===== src/hdl/mso_pkg.sv =====
package mso_pkg;

  // field widths
  localparam int TIME_W    = 64;
  localparam int ADDR_W    = 64;
  localparam int SIZE_W    = 13;
  localparam int TPB_W     = 32;
  localparam int DUR_W     = SIZE_W + TPB_W;
  localparam int RCNT_W    = 2;
  localparam int CFG_IDX_W = 3;
  localparam int CFG_DAT_W = 64;

  // request kinds
  localparam logic REQ_WINDOW_START = 1'b0;
  localparam logic REQ_ACCESS       = 1'b1;

  // register indexes
  localparam logic [CFG_IDX_W-1:0] CFG_TICKS_PER_BYTE = 3'd0;
  localparam logic [CFG_IDX_W-1:0] CFG_RANGE_COUNT    = 3'd1;
  localparam logic [CFG_IDX_W-1:0] CFG_RANGE0_BASE    = 3'd2;

  // reset value of ticks per byte
  localparam logic [TPB_W-1:0] TPB_RESET = 32'd1;

  typedef enum logic [2:0] {
    ST_OK,
    ST_INACTIVE,
    ST_ACTIVE,
    ST_BAD_CMD,
    ST_OVERLAP,
    ST_OVERFLOW,
    ST_NO_WINDOW
  } status_e;

  // captured request
  typedef struct packed {
    logic              req_type;
    logic [TIME_W-1:0] now;
    logic [ADDR_W-1:0] access_addr;
    logic [SIZE_W-1:0] access_size;
    logic              is_read_or_write;
  } in_item_t;

  // request after duration and range lookup
  typedef struct packed {
    logic              req_type;
    logic [TIME_W-1:0] now;
    logic              is_read_or_write;
    logic [DUR_W-1:0]  duration;
    logic              excluded;
  } prep_t;

  // request after the state update
  typedef struct packed {
    status_e           status;
    logic [TIME_W-1:0] now;
    logic              window_active;
    logic [TIME_W-1:0] app_service_end;
    logic [TIME_W-1:0] scheduled_total;
  } upd_t;

endpackage


===== src/hdl/mso_if.sv =====
interface mso_in_if;
  import mso_pkg::*;
  logic              valid;
  logic              ready;
  logic              req_type;
  logic [TIME_W-1:0] now;
  logic [ADDR_W-1:0] access_addr;
  logic [SIZE_W-1:0] access_size;
  logic              is_read_or_write;

  modport source(output valid, req_type, now, access_addr, access_size, is_read_or_write,
                 input ready);
  modport sink(input valid, req_type, now, access_addr, access_size, is_read_or_write,
               output ready);
endinterface

interface mso_out_if;
  import mso_pkg::*;
  logic              valid;
  logic              ready;
  status_e           status;
  logic [TIME_W-1:0] occupied_ticks;

  modport source(output valid, status, occupied_ticks, input ready);
  modport sink(input valid, status, occupied_ticks, output ready);
endinterface

interface mso_cfg_if;
  import mso_pkg::*;
  logic                 valid;
  logic                 ready;
  logic [CFG_IDX_W-1:0] index;
  logic [CFG_DAT_W-1:0] data;

  modport source(output valid, index, data, input ready);
  modport sink(input valid, index, data, output ready);
endinterface


===== src/hdl/mso_prep.sv =====
module mso_prep #(
  parameter int NUM_RANGES = 3
) (
  input  logic           clk_i,
  input  logic           rst_ni,
  mso_in_if.sink         in_i,
  mso_cfg_if.sink        cfg_i,
  input  logic           adv_i,
  output logic           valid_o,
  output mso_pkg::prep_t prep_o
);
  import mso_pkg::*;

  logic [TPB_W-1:0]  tpb_q;
  logic [RCNT_W-1:0] rcnt_q;
  logic [ADDR_W-1:0] base_q  [NUM_RANGES];
  logic [ADDR_W-1:0] limit_q [NUM_RANGES];

  logic     v1_q, v2_q;
  in_item_t s1_q;
  prep_t    s2_q, s2_d;
  logic     en1, en2;

  assign cfg_i.ready = 1'b1;

  // configuration registers
  always_ff @(posedge clk_i or negedge rst_ni) begin
    if (!rst_ni) begin
      tpb_q  <= TPB_RESET;
      rcnt_q <= '0;
      for (int r = 0; r < NUM_RANGES; r++) begin
        base_q[r]  <= '0;
        limit_q[r] <= '0;
      end
    end else if (cfg_i.valid) begin
      if (cfg_i.index == CFG_TICKS_PER_BYTE) begin
        tpb_q <= cfg_i.data[TPB_W-1:0];
      end
      if (cfg_i.index == CFG_RANGE_COUNT) begin
        rcnt_q <= cfg_i.data[RCNT_W-1:0];
      end
      for (int r = 0; r < NUM_RANGES; r++) begin
        if (cfg_i.index == CFG_IDX_W'(CFG_RANGE0_BASE + 2 * r)) begin
          base_q[r] <= cfg_i.data[ADDR_W-1:0];
        end
        if (cfg_i.index == CFG_IDX_W'(CFG_RANGE0_BASE + 2 * r + 1)) begin
          limit_q[r] <= cfg_i.data[ADDR_W-1:0];
        end
      end
    end
  end

  // stage enables
  assign en2        = !v2_q || adv_i;
  assign en1        = !v1_q || en2;
  assign in_i.ready = en1;

  always_ff @(posedge clk_i or negedge rst_ni) begin
    if (!rst_ni) begin
      v1_q <= 1'b0;
      v2_q <= 1'b0;
    end else begin
      if (en1) begin
        v1_q <= in_i.valid;
      end
      if (en2) begin
        v2_q <= v1_q;
      end
    end
  end

  // input register
  always_ff @(posedge clk_i) begin
    if (en1 && in_i.valid) begin
      s1_q.req_type         <= in_i.req_type;
      s1_q.now              <= in_i.now;
      s1_q.access_addr      <= in_i.access_addr;
      s1_q.access_size      <= in_i.access_size;
      s1_q.is_read_or_write <= in_i.is_read_or_write;
    end
  end

  // service duration and excluded range lookup
  always_comb begin
    s2_d.req_type         = s1_q.req_type;
    s2_d.now              = s1_q.now;
    s2_d.is_read_or_write = s1_q.is_read_or_write;
    s2_d.duration         = DUR_W'(s1_q.access_size) * DUR_W'(tpb_q);
    s2_d.excluded         = 1'b0;
    for (int r = 0; r < NUM_RANGES; r++) begin
      if (RCNT_W'(r) < rcnt_q && s1_q.access_addr >= base_q[r] &&
          s1_q.access_addr < limit_q[r]) begin
        s2_d.excluded = 1'b1;
      end
    end
  end

  always_ff @(posedge clk_i) begin
    if (en2 && v1_q) begin
      s2_q <= s2_d;
    end
  end

  assign valid_o = v2_q;
  assign prep_o  = s2_q;

endmodule


===== src/hdl/mso_update.sv =====
module mso_update (
  input  logic           clk_i,
  input  logic           rst_ni,
  input  logic           valid_i,
  input  mso_pkg::prep_t prep_i,
  output logic           adv_o,
  input  logic           adv_i,
  output logic           valid_o,
  output mso_pkg::upd_t  upd_o
);
  import mso_pkg::*;

  logic              active_q, active_d;
  logic [TIME_W-1:0] se_q, se_d;
  logic [TIME_W-1:0] ae_q, ae_d;
  logic [TIME_W-1:0] tot_q, tot_d;
  logic [TIME_W:0]   end_sum, tot_sum;
  status_e           status;
  logic              v3_q, en3, commit;
  upd_t              s3_q, s3_d;

  assign en3    = !v3_q || adv_i;
  assign adv_o  = en3;
  assign commit = valid_i && en3;

  assign end_sum = {1'b0, prep_i.now} + (TIME_W + 1)'(prep_i.duration);
  assign tot_sum = {1'b0, tot_q} + (TIME_W + 1)'(prep_i.duration);

  // window and service bookkeeping
  always_comb begin
    active_d = active_q;
    se_d     = se_q;
    ae_d     = ae_q;
    tot_d    = tot_q;
    status   = ST_OK;
    if (prep_i.req_type == REQ_WINDOW_START) begin
      if (active_q) begin
        status = ST_ACTIVE;
      end else begin
        active_d = 1'b1;
        se_d     = prep_i.now;
        ae_d     = prep_i.now;
      end
    end else if (!active_q) begin
      status = ST_INACTIVE;
    end else if (!prep_i.is_read_or_write) begin
      status = ST_BAD_CMD;
    end else if (prep_i.now < se_q) begin
      status = ST_OVERLAP;
    end else if (end_sum[TIME_W] || tot_sum[TIME_W]) begin
      status = ST_OVERFLOW;
    end else begin
      se_d = end_sum[TIME_W-1:0];
      if (!prep_i.excluded) begin
        ae_d  = end_sum[TIME_W-1:0];
        tot_d = tot_sum[TIME_W-1:0];
      end
    end
  end

  always_ff @(posedge clk_i or negedge rst_ni) begin
    if (!rst_ni) begin
      active_q <= 1'b0;
      se_q     <= '0;
      ae_q     <= '0;
      tot_q    <= '0;
      v3_q     <= 1'b0;
    end else begin
      if (commit) begin
        active_q <= active_d;
        se_q     <= se_d;
        ae_q     <= ae_d;
        tot_q    <= tot_d;
      end
      if (en3) begin
        v3_q <= valid_i;
      end
    end
  end

  // carry the updated state to the result stage
  always_comb begin
    s3_d.status          = status;
    s3_d.now             = prep_i.now;
    s3_d.window_active   = active_d;
    s3_d.app_service_end = ae_d;
    s3_d.scheduled_total = tot_d;
  end

  always_ff @(posedge clk_i) begin
    if (commit) begin
      s3_q <= s3_d;
    end
  end

  assign valid_o = v3_q;
  assign upd_o   = s3_q;

endmodule


===== src/hdl/mso_result.sv =====
module mso_result (
  input  logic          clk_i,
  input  logic          rst_ni,
  input  logic          valid_i,
  input  mso_pkg::upd_t upd_i,
  output logic          adv_o,
  mso_out_if.source     out_o
);
  import mso_pkg::*;

  logic              vo_q, en_out;
  status_e           status_q;
  logic [TIME_W-1:0] occ_q, occ_d;

  assign en_out = !vo_q || out_o.ready;
  assign adv_o  = en_out;

  // occupied ticks: zero while no window is open, else total minus application service still pending
  always_comb begin
    if (!upd_i.window_active) begin
      occ_d = '0;
    end else if (upd_i.app_service_end > upd_i.now) begin
      occ_d = upd_i.scheduled_total + upd_i.now - upd_i.app_service_end;
    end else begin
      occ_d = upd_i.scheduled_total;
    end
  end

  always_ff @(posedge clk_i or negedge rst_ni) begin
    if (!rst_ni) begin
      vo_q <= 1'b0;
    end else if (en_out) begin
      vo_q <= valid_i;
    end
  end

  always_ff @(posedge clk_i) begin
    if (en_out && valid_i) begin
      status_q <= upd_i.status;
      occ_q    <= occ_d;
    end
  end

  assign out_o.valid          = vo_q;
  assign out_o.status         = status_q;
  assign out_o.occupied_ticks = occ_q;

endmodule


===== src/hdl/memory_service_occupancy_monitor.sv =====
// path: a request accepted into the input register passes the lookup, state and result
// registers before its result shows; a stalled output holds it back
// throughput: one request per cycle when the output is not stalled; the window state
// is updated in the single state stage, so back to back requests see each other's effect
// reset: clears window state and pipeline valids, configuration to its reset values
module memory_service_occupancy_monitor #(
  parameter int NUM_RANGES = 3
) (
  input  logic      clk_i,
  input  logic      rst_ni,
  mso_in_if.sink    in_i,
  mso_cfg_if.sink   cfg_i,
  mso_out_if.source out_o
);
  import mso_pkg::*;

  logic  prep_valid, upd_valid;
  logic  upd_adv, res_adv;
  prep_t prep;
  upd_t  upd;

  // duration and range lookup
  mso_prep #(
    .NUM_RANGES(NUM_RANGES)
  ) u_prep (
    .clk_i,
    .rst_ni,
    .in_i,
    .cfg_i,
    .adv_i  (upd_adv),
    .valid_o(prep_valid),
    .prep_o (prep)
  );

  // window state update
  mso_update u_update (
    .clk_i,
    .rst_ni,
    .valid_i(prep_valid),
    .prep_i (prep),
    .adv_o  (upd_adv),
    .adv_i  (res_adv),
    .valid_o(upd_valid),
    .upd_o  (upd)
  );

  // occupancy and output register
  mso_result u_result (
    .clk_i,
    .rst_ni,
    .valid_i(upd_valid),
    .upd_i  (upd),
    .adv_o  (res_adv),
    .out_o
  );

endmodule


===== src/flat_wrapper.sv =====
// flat-port wrapper written by rule: the top's interface ports become plain ports
module memory_service_occupancy_monitor_flat import mso_pkg::*;
#(
  parameter int NUM_RANGES = 3
)
  (clk_i, rst_ni, in_i_valid, in_i_req_type, in_i_now, in_i_access_addr, in_i_access_size, in_i_is_read_or_write, in_i_ready, cfg_i_valid, cfg_i_index, cfg_i_data, cfg_i_ready, out_o_valid, out_o_status, out_o_occupied_ticks, out_o_ready);
  mso_in_if in_i_i ();
  mso_cfg_if cfg_i_i ();
  mso_out_if out_o_i ();
  input  logic clk_i;
  input  logic rst_ni;
  input wire logic [$bits(in_i_i.valid)-1:0] in_i_valid;
  input wire logic [$bits(in_i_i.req_type)-1:0] in_i_req_type;
  input wire logic [$bits(in_i_i.now)-1:0] in_i_now;
  input wire logic [$bits(in_i_i.access_addr)-1:0] in_i_access_addr;
  input wire logic [$bits(in_i_i.access_size)-1:0] in_i_access_size;
  input wire logic [$bits(in_i_i.is_read_or_write)-1:0] in_i_is_read_or_write;
  output wire logic [$bits(in_i_i.ready)-1:0] in_i_ready;
  input wire logic [$bits(cfg_i_i.valid)-1:0] cfg_i_valid;
  input wire logic [$bits(cfg_i_i.index)-1:0] cfg_i_index;
  input wire logic [$bits(cfg_i_i.data)-1:0] cfg_i_data;
  output wire logic [$bits(cfg_i_i.ready)-1:0] cfg_i_ready;
  output wire logic [$bits(out_o_i.valid)-1:0] out_o_valid;
  output wire logic [$bits(out_o_i.status)-1:0] out_o_status;
  output wire logic [$bits(out_o_i.occupied_ticks)-1:0] out_o_occupied_ticks;
  input wire logic [$bits(out_o_i.ready)-1:0] out_o_ready;
  assign in_i_i.valid = in_i_valid;
  assign in_i_i.req_type = in_i_req_type;
  assign in_i_i.now = in_i_now;
  assign in_i_i.access_addr = in_i_access_addr;
  assign in_i_i.access_size = in_i_access_size;
  assign in_i_i.is_read_or_write = in_i_is_read_or_write;
  assign in_i_ready = in_i_i.ready;
  assign cfg_i_i.valid = cfg_i_valid;
  assign cfg_i_i.index = cfg_i_index;
  assign cfg_i_i.data = cfg_i_data;
  assign cfg_i_ready = cfg_i_i.ready;
  assign out_o_valid = out_o_i.valid;
  assign out_o_status = out_o_i.status;
  assign out_o_occupied_ticks = out_o_i.occupied_ticks;
  assign out_o_i.ready = out_o_ready;
  memory_service_occupancy_monitor #(.NUM_RANGES(NUM_RANGES)) u_core (.clk_i(clk_i), .rst_ni(rst_ni), .in_i(in_i_i), .cfg_i(cfg_i_i), .out_o(out_o_i));
endmodule

===== config.mk =====
export PLATFORM = sky130hd
export DESIGN_NAME = memory_service_occupancy_monitor_flat
export DESIGN_NICKNAME = d
export VERILOG_FILES = /design/src/hdl/mso_pkg.sv /design/src/hdl/mso_if.sv /design/src/hdl/mso_prep.sv /design/src/hdl/mso_update.sv /design/src/hdl/mso_result.sv /design/src/hdl/memory_service_occupancy_monitor.sv /design/src/flat_wrapper.sv
export SDC_FILE = /design/constraint.sdc
export NUM_CORES = 2
export LEC_CHECK = 0
export BUFFER_PORTS_ARGS = -buffer_cell sky130_fd_sc_hd__buf_2
export CORE_MARGIN = 1
export CORE_UTILIZATION = 45
export CTS_CLUSTER_SIZE = 28
export DETAILED_ROUTE_END_ITERATION = 6
export SLEW_MARGIN = 20
export SYNTH_ARGS = -nofsm -noshare
export SYNTH_HDL_FRONTEND = slang
export SYNTH_SLANG_ARGS = --single-unit

===== constraint.sdc =====
create_clock -name clk_i -period 12.4 [get_ports clk_i]
set_clock_uncertainty 0.15 [all_clocks]
set_input_delay 0.62 -clock clk_i [delete_from_list [all_inputs] [get_ports clk_i]]
set_output_delay 0.62 -clock clk_i [all_outputs]
set_load 0.02 [all_outputs]

==> results.json <==
{
  "run_status": "finished, violations left",
  "violations": "design-rule violations",
  "synth_area_per_cell_um2": 10.0,
  "cts_inserted_buffers": 133,
  "setup_viol": 0,
  "cts_tree": "done",
  "drive_gt1_frac": 0.104,
  "rsz0062_at_grt": "no",
  "max_stage_delay_ns": 1.05,
  "path_clk_slew_ns": 0.06,
  "drv_cap": 0,
  "fp.dieH_um": 424,
  "ant_nets": 0,
  "ys_ff_latch": 1133,
  "clock.fmax_mhz": 131,
  "rows": 154,
  "synth_area_leaders": "edfxtp_1 (19%), dfrtp_1 (19%), ha_1 (12%)",
  "synth_top_cell_area_share": 0.194,
  "slew_headroom": 0.279,
  "fin_tns_setup_ns": 0,
  "wl_mm": 219,
  "path_common_cell": "fa_1",
  "yosysUniqueCellTypes": 86,
  "synth_common_cells": "inv_1 (1,159), nand2_1 (870), ha_1 (752)",
  "cts.sinks": 1133,
  "yosysMostFrequentCell": "inv_1",
  "port_buffers": 283,
  "worstSetupPathType": "register to register",
  "drtIter0Drc": 4481,
  "grt_pass1_wl_mm": 345,
  "period_needed_ns": 7.62,
  "placed_area_um2": 83800,
  "synth_seq_area_share": 0.386,
  "cp_max_fo": 32,
  "track_usage": 0.245,
  "ios": 285,
  "worstPathCellList": "and2_1 > fa_1 > fa_1 > fa_1 > fa_1 > inv_1 > fa_1 > inv_1 > ha_1 > and4_1 > nand4_1 > o41ai_1 > o21ai_0 > a21boi_0 > nand3_1 > a2111oi_0 > o21a_1 > nor2_1 > xnor2_1",
  "drc_errors": 24,
  "dieWidth_um": 424,
  "critPathArrivalTime_ns": 8.01,
  "post-route-util": 0.511,
  "htree_levels": 4,
  "grt_max_degree": 159,
  "antenna_found_initial": 4,
  "clk_latency_ns": 0.83,
  "worstPathRequired_ns": 12.79,
  "wl_per_cell_um": 20.2,
  "core_um2": 177000,
  "hpwl_mm": 165,
  "yosysWarningCount": 0,
  "ys.flop_type": "dfrtp_1",
  "root_buffer": "clkbuf_16",
  "cts.path.max_buffers": 3,
  "postSynthCellCount": 8016,
  "start_util": 0.454,
  "synth_nets": 9378,
  "crit_slowest_cell": "edfxtp_1",
  "synth_edf_count": 518,
  "vias": 58796,
  "netlist.top_cell.by_area": "edfxtp_1",
  "synthArstFlopShare": 0.543,
  "drv_slew": 0,
  "first_pass_iters": 7,
  "worstSetupStartpointType": "register",
  "overflow": 0,
  "end_kind": "register",
  "finalCritPeriodShare": 0.614,
  "grt_pass1_vias": 59149,
  "post-route-cell-area_um2": 90400,
  "area_growth_syn_to_layout_pct": 12.6,
  "hold_viol_final": 0,
  "worst_hold_path_type": "primary input to register",
  "final_nets": 9728,
  "worst_pin_slew_ns": 1.08,
  "gp_congestion": 0.892,
  "via_per_inst": 5.43,
  "cts_resized": 0,
  "fp.dieArea_um2": 180000,
  "syn-cell-area_um2": 80200
}
[cells by family (layout without fill, tap and decap cells)]
family | count (synthesis) | after routing | share of synthesized area
AND/OR/NAND/NOR | 1976 | 1976 | 0.116
AO/OA/AOI/OAI | 1588 | 1588 | 0.125
buffers and inverters | 1490 | 1952 | 0.0705
adder cells (fa/ha/maj) | 1147 | 1147 | 0.216
flip-flops | 1133 | 1133 | 0.386
multiplexers | 436 | 436 | 0.0592
XOR/XNOR | 245 | 245 | 0.0267
other | 1 | 5 | 0.0000467
[cell usage in the layout (no fill, tap or decap), drive strengths merged, types with 41 or more instances in the layout]
| master | count |
|---|---|
| a211oi | 73 |
| clkbuf | 180 |
| xor2 | 83 |
| edfxtp | 518 |
| fa | 395 |
| nand3 | 82 |
| inv | 1167 |
| a221o | 41 |
| o21a | 44 |
| clkinv | 49 |
| xnor2 | 162 |
| and2 | 218 |
| mux2 | 309 |
| nand2b | 53 |
| dlygate4sd3 | 203 |
| buf | 342 |
| nand2 | 871 |
| ha | 752 |
| o21ai | 424 |
| a21o | 265 |
| mux2i | 127 |
| a22oi | 46 |
| nor3 | 60 |
| nand4 | 152 |
| dfrtp | 614 |
| a21oi | 404 |
| a31oi | 45 |
| nor2b | 119 |
| nor2 | 308 |
[worst max-delay path: cells and delay by family, from the launching register on]
kind	cells	cell delay, ns
compound gates	5	2.03
simple gates	5	0.94
fa+ha+maj	6	2.93
xor+xnor	1	0.12
flops	1	1.05
buf+inv	2	0.10
[repair_timing]
item                                   CTS  global route
endpoints found under the hold margin  526             0
setup buffers                            0             0
hold buffers                           203             0
[metrics by stage]
| step | hold WS (ns) | setup slack, ns | cells |
|---|---|---|---|
| 2_1_floorplan | 0.174 | 4.42 | 8016 |
| 3_3_place_gp | 0.253 | 4.92 | 10361 |
| 3_5_place_dp | 0.255 | 4.70 | 10361 |
| 4_1_cts | 0.00587 | 4.70 | 10811 |
| 5_1_grt | 0.0529 | 4.33 | 10820 |
| 6_report | 0.0641 | 4.78 | 10822 |
[state kept, by name, summed over array words and instances, names as in the netlist, 112 cells and up]
register	cells
u_core.u_prep.base_q	192
u_core.u_prep.limit_q	192
u_core.u_prep.prep_o	112
u_core.u_prep.s1_q	143
u_core.u_update.upd_o	196
[path summary, 6_finish.rpt]
| kind | start | end | slack, ns | cells after the start |
|---|---|---|---|---|
| max in group asynchronous | rst_ni | u_core.u_update.ae_q[62] | 9.66 | 4 |
| min in group asynchronous | rst_ni | u_core.u_prep.base_q[29] | 0.27 | 2 |
| max | u_core.u_prep.s1_q[13] | u_core.u_prep.prep_o[44] | 4.78 | 19 |
| max reg2reg | u_core.u_prep.s1_q[13] | u_core.u_prep.prep_o[44] | 4.78 | 19 |
| min | cfg_i_data[27] | u_core.u_prep.base_q[91] | 0.06 | 3 |
| min reg2reg | u_core.u_prep.s1_q[141] | u_core.u_prep.prep_o[110] | 0.26 | 0 |
[layout make-up]
| type | instances | area (um2) |
|---|---|---|
| Antenna cell | 4 | 10.0 |
| Multi-Input combinational cell | 5393 | 43700 |
| Sequential cell | 1133 | 30900 |
| Clock buffer | 180 | 3640 |
| Fill cell | 16011 | 86300 |
| Inverter | 1160 | 4360 |
| Clock inverter | 67 | 761 |
| Timing Repair Buffer | 545 | 3990 |
| Tap cell | 2340 | 2930 |
[per-layer routing]
layer	part of all wire	vias up	wire, um	global-route usage
met5	0	-	0	0
met4	0.026	0	5720	0.0688
met3	0.052	292	11300	0.0357
met2	0.45	1463	98300	0.385
met1	0.47	28959	103000	0.351
li1	-	28082	-	-
Power is left out: the tool's default activity adds up to more than one toggle a clock period on the data nets, which glitch-free logic cannot reach.
